[config.mk]
export PLATFORM = sky130hd
export DESIGN_NAME = combined_lcg_range_random_unit
export DESIGN_NICKNAME = d
export VERILOG_FILES = /design/src/rtl/clr_pkg.sv /design/src/rtl/clr_front.sv /design/src/rtl/clr_back.sv /design/src/rtl/combined_lcg_range_random_unit.sv
export SDC_FILE = /design/constraint.sdc
export NUM_CORES = 2
export LEC_CHECK = 0
export BUFFER_PORTS_ARGS = -buffer_cell sky130_fd_sc_hd__buf_2
export CAP_MARGIN = 20
export CELL_PAD_IN_SITES_DETAIL_PLACEMENT = 1
export CELL_PAD_IN_SITES_GLOBAL_PLACEMENT = 2
export CORE_UTILIZATION = 45
export DETAILED_ROUTE_END_ITERATION = 6
export PLACE_DENSITY_LB_ADDON = 0.1
export SYNTH_ARGS = -nofsm -noshare
export SYNTH_HDL_FRONTEND = slang
export SYNTH_HIERARCHICAL = 1
export SYNTH_SLANG_ARGS = --single-unit
[constraint.sdc]
create_clock -name clk_i -period 16.3 [get_ports clk_i]
set_input_delay 1.63 -clock clk_i [delete_from_list [all_inputs] [get_ports clk_i]]
set_output_delay 1.63 -clock clk_i [all_outputs]
set_load 0.02 [all_outputs]
[src/rtl/clr_pkg.sv]
// ----------------------------------------------------------------------------
// clr_pkg
// shared types and constants of the combined lcg range random unit
// ----------------------------------------------------------------------------
package clr_pkg;

  localparam int unsigned SeedW  = 31;
  localparam int unsigned ValW   = 64;
  localparam int unsigned QDepth = 2;

  localparam logic [30:0] ModA     = 31'd2147483563 - 31'd0;
  localparam logic [30:0] ModB     = 31'd2147483399;
  localparam logic [15:0] MulA     = 16'd40014;
  localparam logic [15:0] MulB     = 16'd40692;
  localparam logic [13:0] AddA     = 14'd12211;
  localparam logic [13:0] AddB     = 14'd3791;
  localparam logic [30:0] DefaultA = 31'd12345;
  localparam logic [30:0] DefaultB = 31'd67890;

  typedef enum logic [1:0] {
    RegSeedANarrow = 2'd0,
    RegSeedBNarrow = 2'd1,
    RegSeedAWide   = 2'd2,
    RegSeedBWide   = 2'd3
  } reg_idx_e;

  // classified work item handed from front to back
  typedef struct packed {
    logic            mode;
    logic            active;   // range positive, generator must advance
    logic [ValW-1:0] low;
    logic [ValW-1:0] divisor;  // range + 1, masked to the mode width
  } job_t;

endpackage

[src/rtl/clr_front.sv]
// ----------------------------------------------------------------------------
// clr_front
// computes range, classifies requests and pushes them into a small queue
// ----------------------------------------------------------------------------
module clr_front (
  input  logic               clk_i,
  input  logic               rst_ni,
  input  logic               in_valid_i,
  output logic               in_ready_o,
  input  logic               mode_i,
  input  logic [63:0]        low_i,
  input  logic [63:0]        high_i,
  output logic               job_valid_o,
  input  logic               job_ready_i,
  output clr_pkg::job_t      job_o
);
  import clr_pkg::*;

  job_t        mem_q [QDepth];
  logic        wp_q, rp_q;
  logic [1:0]  cnt_q;
  logic [63:0] lo, rng;
  job_t        job_d;
  logic        push, pop;

  always_comb begin
    lo  = mode_i ? low_i : {{32{low_i[31]}}, low_i[31:0]};
    rng = high_i - low_i;
    job_d.mode = mode_i;
    job_d.low  = lo;
    if (mode_i) begin
      job_d.active  = (rng != 64'd0) && !rng[63];
      job_d.divisor = rng + 64'd1;
    end else begin
      job_d.active  = (rng[31:0] != 32'd0) && !rng[31];
      job_d.divisor = {32'd0, rng[31:0] + 32'd1};
    end
  end

  assign in_ready_o  = (cnt_q != 2'(QDepth));
  assign job_valid_o = (cnt_q != 2'd0);
  assign job_o       = mem_q[rp_q];
  assign push        = in_valid_i && in_ready_o;
  assign pop         = job_valid_o && job_ready_i;

  always_ff @(posedge clk_i) begin
    if (push) mem_q[wp_q] <= job_d;
  end

  always_ff @(posedge clk_i or negedge rst_ni) begin
    if (!rst_ni) begin
      wp_q <= 1'b0; rp_q <= 1'b0; cnt_q <= 2'd0;
    end else begin
      if (push) wp_q <= ~wp_q;
      if (pop)  rp_q <= ~rp_q;
      cnt_q <= cnt_q + 2'(push) - 2'(pop);
    end
  end
endmodule

[src/rtl/clr_back.sv]
// ----------------------------------------------------------------------------
// clr_back
// advances the generators, reduces by a restoring divider, adds low
// ----------------------------------------------------------------------------
module clr_back (
  input  logic           clk_i,
  input  logic           rst_ni,
  input  logic           cfg_we_i,
  input  logic [1:0]     cfg_idx_i,
  input  logic [30:0]    cfg_val_i,
  input  logic           job_valid_i,
  output logic           job_ready_o,
  input  clr_pkg::job_t  job_i,
  output logic           res_valid_o,
  input  logic           res_ready_i,
  output logic [63:0]    res_o
);
  import clr_pkg::*;

  typedef enum logic [4:0] {
    StIdle = 5'b00001, StMul = 5'b00010, StRed = 5'b00100,
    StDiv  = 5'b01000, StOut = 5'b10000
  } state_e;

  state_e      st_q;
  logic [30:0] na_q, nb_q, wa_q, wb_q;
  job_t        job_q;
  logic [46:0] pa_q, pb_q;
  logic [30:0] ra_q, rb_q;
  logic [5:0]  cnt_q;
  logic [30:0] quo_q;     // dividend bits shifted out msb first
  logic [63:0] rem_q;
  logic [63:0] res_q;
  logic        vld_q;
  logic [30:0] sa, sb, na, nb, mag;
  logic [64:0] trial;
  logic [63:0] sum;

  assign sa = job_q.mode ? wa_q : na_q;
  assign sb = job_q.mode ? wb_q : nb_q;

  // 47-bit products reduced by at most three subtracts after a coarse fold
  function automatic logic [30:0] mod_red(input logic [46:0] p, input logic [30:0] m);
    logic [47:0] r;
    logic [16:0] hq;
    hq = p[46:30];
    // p = hi*2^31 + lo ; 2^30 < m < 2^31 so fold hi via 2^31-m, then compare
    r = {1'b0, p};
    r = 48'(p[46:31]) * 48'(32'h80000000 - {1'b0, m}) + 48'(p[30:0]);
    if (hq == 17'd0) r = {1'b0, p};
    if (r >= 48'(m)) r = r - 48'(m);
    if (r >= 48'(m)) r = r - 48'(m);
    if (r >= 48'(m)) r = r - 48'(m);
    return r[30:0];
  endfunction

  assign na = mod_red(pa_q, ModA);
  assign nb = mod_red(pb_q, ModB);
  assign mag = (ra_q >= rb_q) ? ra_q - rb_q : rb_q - ra_q;
  assign trial = {rem_q, quo_q[30]} - {1'b0, job_q.divisor};
  assign sum = job_q.low + rem_q;

  assign job_ready_o = (st_q == StIdle);
  assign res_valid_o = vld_q;
  assign res_o       = res_q;

  always_ff @(posedge clk_i) begin
    if (job_valid_i && st_q == StIdle) job_q <= job_i;
    if (st_q == StMul) begin
      pa_q <= 47'(sa) * 47'(MulA) + 47'(AddA);
      pb_q <= 47'(sb) * 47'(MulB) + 47'(AddB);
    end
    if (st_q == StRed) begin
      ra_q <= na; rb_q <= nb;
      quo_q <= 31'd0; rem_q <= 64'd0;
    end
    if (st_q == StDiv) begin
      if (cnt_q == 6'd0) quo_q <= mag;
      else begin
        quo_q <= {quo_q[29:0], 1'b0};
        rem_q <= trial[64] ? {rem_q[62:0], quo_q[30]} : trial[63:0];
      end
    end
  end

  always_ff @(posedge clk_i or negedge rst_ni) begin
    if (!rst_ni) begin
      st_q <= StIdle; vld_q <= 1'b0; cnt_q <= 6'd0;
      na_q <= DefaultA; nb_q <= DefaultB; wa_q <= DefaultA; wb_q <= DefaultB;
      res_q <= 64'd0;
    end else begin
      if (st_q == StOut && (!vld_q || res_ready_i)) vld_q <= 1'b1;
      else if (res_ready_i) vld_q <= 1'b0;
      if (cfg_we_i) begin
        case (reg_idx_e'(cfg_idx_i))
          RegSeedANarrow: na_q <= (cfg_val_i == 31'd0) ? DefaultA : cfg_val_i;
          RegSeedBNarrow: nb_q <= (cfg_val_i == 31'd0) ? DefaultB : cfg_val_i;
          RegSeedAWide:   wa_q <= (cfg_val_i == 31'd0) ? DefaultA : cfg_val_i;
          RegSeedBWide:   wb_q <= (cfg_val_i == 31'd0) ? DefaultB : cfg_val_i;
          default: ;
        endcase
      end
      case (st_q)
        StIdle: if (job_valid_i) st_q <= job_i.active ? StMul : StOut;
        StMul:  st_q <= StRed;
        StRed: begin
          st_q <= StDiv; cnt_q <= 6'd0;
          if (job_q.mode) begin wa_q <= na; wb_q <= nb; end
          else begin na_q <= na; nb_q <= nb; end
        end
        StDiv: begin
          cnt_q <= cnt_q + 6'd1;
          if (cnt_q == 6'd31) st_q <= StOut;
        end
        StOut: if (!vld_q || res_ready_i) begin
          if (!job_q.active) res_q <= job_q.low;
          else if (job_q.mode) res_q <= sum;
          else res_q <= {{32{sum[31]}}, sum[31:0]};
          st_q  <= StIdle;
        end
        default: st_q <= StIdle;
      endcase
    end
  end
endmodule

[src/rtl/combined_lcg_range_random_unit.sv]
// ----------------------------------------------------------------------------
// combined_lcg_range_random_unit
// range-bounded random numbers from two combined lcg generators per width
// ----------------------------------------------------------------------------
// channel   dir  payload
// s_axis    in   tdata = mode[0], low_bound[64:1], high_bound[128:65], pad
// m_axis    out  tdata = random_value[63:0]
// cfg       in   index[1:0], data[30:0] seed
// a positive-range beat steps through the lcg multiply and reduce states, the
// remainder divider (the offset is below 2^31) and the output state.
// a non-positive range beat goes straight to the output state.
// a two-entry queue lets the front take beats while the back computes.
// reset loads the default seeds; results wait in an output register.
// ----------------------------------------------------------------------------
module combined_lcg_range_random_unit (
  input  logic         clk_i,
  input  logic         rst_ni,
  input  logic         s_axis_tvalid,
  output logic         s_axis_tready,
  input  logic [135:0] s_axis_tdata,   // mode, low_bound, high_bound, zero pad
  output logic         m_axis_tvalid,
  input  logic         m_axis_tready,
  output logic [63:0]  m_axis_tdata,   // random_value
  input  logic         cfg_valid_i,
  output logic         cfg_ready_o,
  input  logic [1:0]   cfg_index_i,
  input  logic [30:0]  cfg_data_i
);
  import clr_pkg::*;

  logic job_valid, job_ready;
  job_t job;

  assign cfg_ready_o = 1'b1;

  clr_front u_front (
    .clk_i, .rst_ni,
    .in_valid_i (s_axis_tvalid), .in_ready_o (s_axis_tready),
    .mode_i (s_axis_tdata[0]), .low_i (s_axis_tdata[64:1]),
    .high_i (s_axis_tdata[128:65]),
    .job_valid_o (job_valid), .job_ready_i (job_ready), .job_o (job)
  );

  clr_back u_back (
    .clk_i, .rst_ni,
    .cfg_we_i (cfg_valid_i), .cfg_idx_i (cfg_index_i), .cfg_val_i (cfg_data_i),
    .job_valid_i (job_valid), .job_ready_o (job_ready), .job_i (job),
    .res_valid_o (m_axis_tvalid), .res_ready_i (m_axis_tready),
    .res_o (m_axis_tdata)
  );

  // a held result must not change while stalled
  a_hold: assert property (@(posedge clk_i) disable iff (!rst_ni)
    m_axis_tvalid && !m_axis_tready |=> $stable(m_axis_tdata))
    else $error("result changed under stall");
  // a result stays offered until the sink takes it
  a_keep: assert property (@(posedge clk_i) disable iff (!rst_ni)
    m_axis_tvalid && !m_axis_tready |=> m_axis_tvalid)
    else $error("result dropped under stall");
endmodule
# Word level (Yosys, flattened, before mapping)
# Memory sizes are Yosys's and may differ from the RTL's.
# Index checks and enable logic that the tools add are counted.
[word_totals] ff_bits=585 ram_bits=260 inputBits=174 out_inout_bits=67 elab_cells=140 memories=1
[classes] add_sub_neg=20 n_mul=4 order_cmp=7 eq_ne=13 n_mux=51 bitwise=2 reduce_logical=21
[memory_table] memory="u_front.mem_q" depth=2 word_bits=130 read_ports=1 rd_ports_with_merged_regs=0 write_ports=1 line_no="clr_front.sv:19" text="job_t mem_q [QDepth];"
[op_table] cell="31-bit two-way mux" count=26
[op_table] cell="64-bit two-way mux" count=8
[op_table] cell="48-bit by 31-bit >= comparator with 1-bit output, second input constant" count=6
[op_table] cell="48-bit two-way mux" count=6
[op_table] cell="48-bit by 31-bit subtractor with 48-bit output, second input constant" count=4
[op_table] cell="65-bit by 64-bit subtractor with 65-bit output" count=1
[op_table] cell="64-bit by 1-bit adder with 64-bit output, second input constant" count=1
[op_table] cell="64-bit adder" count=1
[op_table] cell="64-bit nonzero test" count=1
[op_table] cell="64-bit subtractor" count=1
[op_table] cell="31-bit subtractor" count=2
[op_table] cell="31-bit subtractor, second input constant" count=2
[op_table] cell="47-bit by 12-bit adder with 47-bit output, second input constant" count=1
[op_table] cell="47-bit by 14-bit adder with 47-bit output, second input constant" count=1
[op_table] cell="31-bit by 15-bit multiplier with 46-bit output, second input constant" count=1
[op_table] cell="31-bit by 14-bit multiplier with 45-bit output, second input constant" count=1
[op_table] cell="17-bit logical NOT" count=2
[op_table] cell="23-bit by 31-bit adder with 32-bit output" count=1
[op_table] cell="24-bit by 31-bit adder with 32-bit output" count=1
[op_table] cell="32-bit by 1-bit adder with 32-bit output, second input constant" count=1
[op_table] cell="32-bit nonzero test" count=1
[op_table] cell="31-bit >= comparator" count=1
[op_table] cell="31-bit logical NOT" count=1
[op_table] cell="5-bit case mux with 5 select lines" count=1
[op_table] cell="27 further kinds" count=46

# Depth between registers and ports, before layout
[logic_depth] word_depth=11 mapped_depth=40 mapped_depth_nobuf=38

# Hierarchy
# Netlist, hierarchy kept.
[modules_own_cells] module="clr_back" instances=1 cells_per_inst=6766 area_per_inst_um2=62188.4 seq_area_each_um2=15746.4
[modules_own_cells] module="clr_front" instances=1 cells_per_inst=1550 area_per_inst_um2=16534.6 seq_area_each_um2=7907.6
[modules_own_cells] module="combined_lcg_range_random_unit" instances=1 cells_per_inst=2 area_per_inst_um2=11.3 seq_area_each_um2=0.0

# Worst setup path before layout
# Ideal clock, no wire load.
[synth_timing] path_type="flip-flop to flip-flop" from="register u_back.pa_q[37]" to="register u_back.ra_q[6] (data pin)" setup_ns=0.262 t_arrival_ns=8.895 t_required_ns=16.038 path_slack_ns=7.142 stages_incl_launch_ff=36 path_buffers=0 cell_sequence="edfxtp_1 -> ha_1 -> fa_1 -> inv_1 -> fa_1 -> fa_1 -> inv_1 -> ha_1 -> a21o_1 -> a21o_1 -> a22o_1 -> a211oi_1 -> a211oi_1 -> o21a_1 -> o31ai_2 -> or3b_2 -> nor3_2 -> a31oi_1 -> xnor2_1 -> ha_1 -> nor3_1 -> a221oi_1 -> nand3_1 -> o211ai_1 -> nand4_1 -> nand2_1 -> mux2_2 -> ha_1 -> inv_1 -> a21oi_1 -> a31oi_1 -> o21ai_0 -> a41oi_1 -> nor2_1 -> o21ai_0 -> inv_1"
[synth_via] elab_chain_len=9 elab_cells_between_ends=13 classes_between="add/sub (4); mul (1); order compare (3); mux (4); reduce/logical (1)"
[synth_lines] item="start, declared" line_no="clr_back.sv:28" text="logic [46:0] pa_q, pb_q;"
[synth_lines] item="start signal, assigned" line_no="clr_back.sv:70" text="pa_q <= 47'(sa) * 47'(MulA) + 47'(AddA);"
[synth_lines] item="16-bit by 7-bit multiplier with 23-bit output" line_no="clr_back.sv:49" text="r = 48'(p[46:31]) * 48'(32'h80000000 - {1'b0, m}) + 48'(p[30:0]);"
[synth_lines] item="23-bit by 31-bit adder with 32-bit output" line_no="clr_back.sv:49"
[synth_lines] item="48-bit two-way mux *" line_no="clr_back.sv:50" text="if (hq == 17'd0) r = {1'b0, p};"
[synth_lines] item="48-bit by 31-bit subtractor with 48-bit output / 48-bit by 31-bit >= comparator with 1-bit output (equally long branches)" line_no="clr_back.sv:51" text="if (r >= 48'(m)) r = r - 48'(m);"
[synth_lines] item="48-bit two-way mux *" line_no="clr_back.sv:51"
[synth_lines] item="48-bit by 31-bit subtractor with 48-bit output / 48-bit by 31-bit >= comparator with 1-bit output (equally long branches)" line_no="clr_back.sv:52" text="if (r >= 48'(m)) r = r - 48'(m);"
[synth_lines] item="48-bit two-way mux *" line_no="clr_back.sv:52"
[synth_lines] item="48-bit by 31-bit >= comparator with 1-bit output / 31-bit subtractor (equally long branches)" line_no="clr_back.sv:53" text="if (r >= 48'(m)) r = r - 48'(m);"
[synth_lines] item="31-bit two-way mux *" line_no="clr_back.sv:53"
[synth_lines] item="net u_back.na[6]" line_no="clr_back.sv:35" text="logic [30:0] sa, sb, na, nb, mag;"
[synth_lines] item="end signal, assigned" line_no="clr_back.sv:74" text="ra_q <= na; rb_q <= nb;"
[synth_lines] item="end, declared" line_no="clr_back.sv:29" text="logic [30:0] ra_q, rb_q;"
# Mark *: on every way through the listed nets, which the timed path passes. The rest lies on a longest branch.
# A chain may end at the register's enable or synchronous reset.

# Worst setup path in the final report
[layout_timing] from="register u_back.pa_q[31]" to="register u_back.ra_q[1] (data pin)"
# Same word-level chain as after synthesis.

==> run metrics <==
Final Hold Viols=0; CP Launch Type=flip-flop; fin crit period=about 11 ns; core area=between 150000 and 200000 um^2; clock edge transition at the registers on the reported setup and hold paths=roughly 0.060 ns; TNS Setup=0 ns; post-synthesis sequential area ratio=0.300; Worst path slowest cell=mux2i_1; post-DP HPWL=207000 um; 1st-iter DRT viols=roughly 3500; I/O pin total=241; hold_buf cts=0; Slew Limit Fails=0; WP data required=between 15 and 20 ns; largest net degree at the start of global routing=90; layout-stage area growth over the synthesis result=8.57%; GRT overflow=0; ys flop type=edfxtp_1; post_cts resized=0; warnings from Yosys=6; GP Congestion=0.914; final setup violation count=0; post-synth cell types=131; RSZ-0062 raised after global routing=no; antenna viol nets, final=0; crit-path max FO=10; Post-synth EDFFs=about 570; first-pass GRT wire length=slightly below 400000 um; Root Buffer=clkbuf_16; I/O Buffers=around 230; drt total wl=between 200000 and 300000 um; Setup Buffers After CTS=0; initial antenna violation count=2; Tightest Pin Transition=1.17 ns; clk_skew=0.0325 ns; final period utilization=0.691; HP Class=flip-flop to flip-flop; CP arrival=around 12 ns; synthesized net count=between 9000 and 10000; clk sinks=~840; Final #Nets=9786; cell taking the most area after synthesis=edfxtp_1; post-synthesis async set-or-reset flop share=0.242; wire per inst=about 24 um; maximum root-to-sink buffer count=3; max cap viols=0; Initial Util=0.453; routed vias=about 63000; die area=177000 um^2; Post-Synthesis Cells=8318; synthesized flop and latch total=approximately 840; vias per inst=5.83; max_slew headroom=0.217; share of layout cells above drive strength 1=0.0988; Synth top area share=0.219; row count=between 150 and 200; drt pass-1 iters=5; endpoint class of the critical path=flip-flop; CTS tree=done; vias in the first global route=~66000; Die Ht=between 400 and 500 um; Mapped Avg Cell Area=around 9.5 um^2; Clk Latency, worst-skew pair=around 0.73 ns; CP max stage delay=0.83 ns; status=finished, final reports clean; Remaining DRCs=0; Synth area leaders=edfxtp_1 (22%), ha_1 (12%), fa_1 (11%); kind of critical path=flip-flop to flip-flop; TritonCTS buffer count=97; H-tree depth=3; Syn Std Cell Area=between 70000 and 80000 um^2; gr usage total=0.291; Max Freq=88.7 MHz; chip width=~420 um
==> Yosys cell counts (all sizes together), types with 179 or more instances <==
master / n
a21o: 198
a21oi: 519
clkbuf: 227
dfrtp: 179
edfxtp: 574
fa: 452
ha: 727
inv: 921
mux2: 202
nand2: 729
nand3: 246
nor2: 447
o21ai: 462
xnor2: 320
==> routing by layer <==
| metal | up-vias | routed length [um] | global-route usage |
|---|---|---|---|
| li1 | 29900 | - | - |
| met1 | 32000 | 117000 | 0.391 |
| met2 | 1103 | 125000 | 0.495 |
| met3 | 276 | 8520 | 0.0285 |
| met4 | 2 | 7490 | 0.0801 |
| met5 | - | 13 | 0 |
==> cell type report <==
class                      instances  area, um^2
clock inverter                    55         547
sequential                       842       23700
multi-input combinational       6270       50600
clock buffer                     126        2630
antenna                            1        2.50
inverter                         922        3460
tap                             2325        2910
timing repair buffer             300        1710
fill                           19900       88300
==> flip-flops by register name, indices dropped and copies added, names as in the netlist <==
signal,cells
u_back/cnt_q,6
u_back/job_q,130
u_back/na_q,31
u_back/nb_q,31
u_back/pa_q,46
u_back/pb_q,45
u_back/quo_q,31
u_back/ra_q,31
u_back/rb_q,31
u_back/rem_q,64
u_back/res_o,64
u_back/res_valid_o,1
u_back/st_q,5
u_back/wa_q,31
u_back/wb_q,31
u_front/cnt_q,2
u_front/mem_q,260
u_front/rp_q,1
u_front/wp_q,1
==> cells in the final DEF (no fill, tap or decap), types with 159 or more instances in the layout <==
cell,count
fa_1,452
xnor2_1,318
inv_1,921
edfxtp_1,574
ha_1,727
nand3_1,243
a21oi_1,513
dfrtp_1,178
nor2_1,439
a21o_1,198
buf_2,234
nand2_1,725
mux2_2,202
o21ai_0,447
nor3_1,159
xor2_1,170
==> worst max-delay path: cells and delay by family (launching register included) <==
kind / cells / cell delay [ns]
flops: 1 / 0.72
simple gates: 5 / 1.39
mux: 2 / 1.19
buf+inv: 4 / 0.27
xor+xnor: 1 / 0.27
fa+ha+maj: 7 / 2.60
compound gates: 16 / 4.55
==> cell families after synthesis <==
group	Yosys count	share of synthesized area
fa+ha+maj	1179	0.230
other cells	1	0.0000476
flops	842	0.300
mux	319	0.0438
simple gates	2346	0.149
xor+xnor	493	0.0555
buf+inv	1206	0.0590
compound gates	1932	0.161
==> worst paths after layout <==
kind / end / slack [ns] / start / cells after the start
setup / recovery: u_back/ra_q[1] / 5.03 / u_back/pa_q[31] / 35
hold / removal: u_back/res_o[53] / 0.47 / u_back/res_o[53] / 2
setup reg to reg: u_back/ra_q[1] / 5.03 / u_back/pa_q[31] / 35
hold reg to reg: u_back/res_o[53] / 0.47 / u_back/res_o[53] / 2
max in group asynchronous: u_front/rp_q / 13.79 / rst_ni / 2
min in group asynchronous: u_back/wb_q[9] / 0.94 / rst_ni / 1
==> through the flow <==
| step | cell area (um^2) | instances | hold slack [ns] | util | setup WS, ns |
|---|---|---|---|---|---|
| global route | 85500 | 10800 | 0.511 | 0.492 | 4.31 |
| detailed placement | 82200 | 10700 | 0.464 | 0.473 | 4.99 |
| floorplan | 78700 | 8318 | 0.460 | - | 7.14 |
| global placement | 82200 | 10700 | 0.457 | 0.473 | 4.92 |
| finish | 85500 | 10800 | 0.470 | 0.492 | 5.03 |
| CTS | 85400 | 10800 | 0.478 | 0.491 | 5.01 |
Power is left out: the tool's default activity adds up to more than one toggle a clock period on the data nets, which glitch-free logic cannot reach.
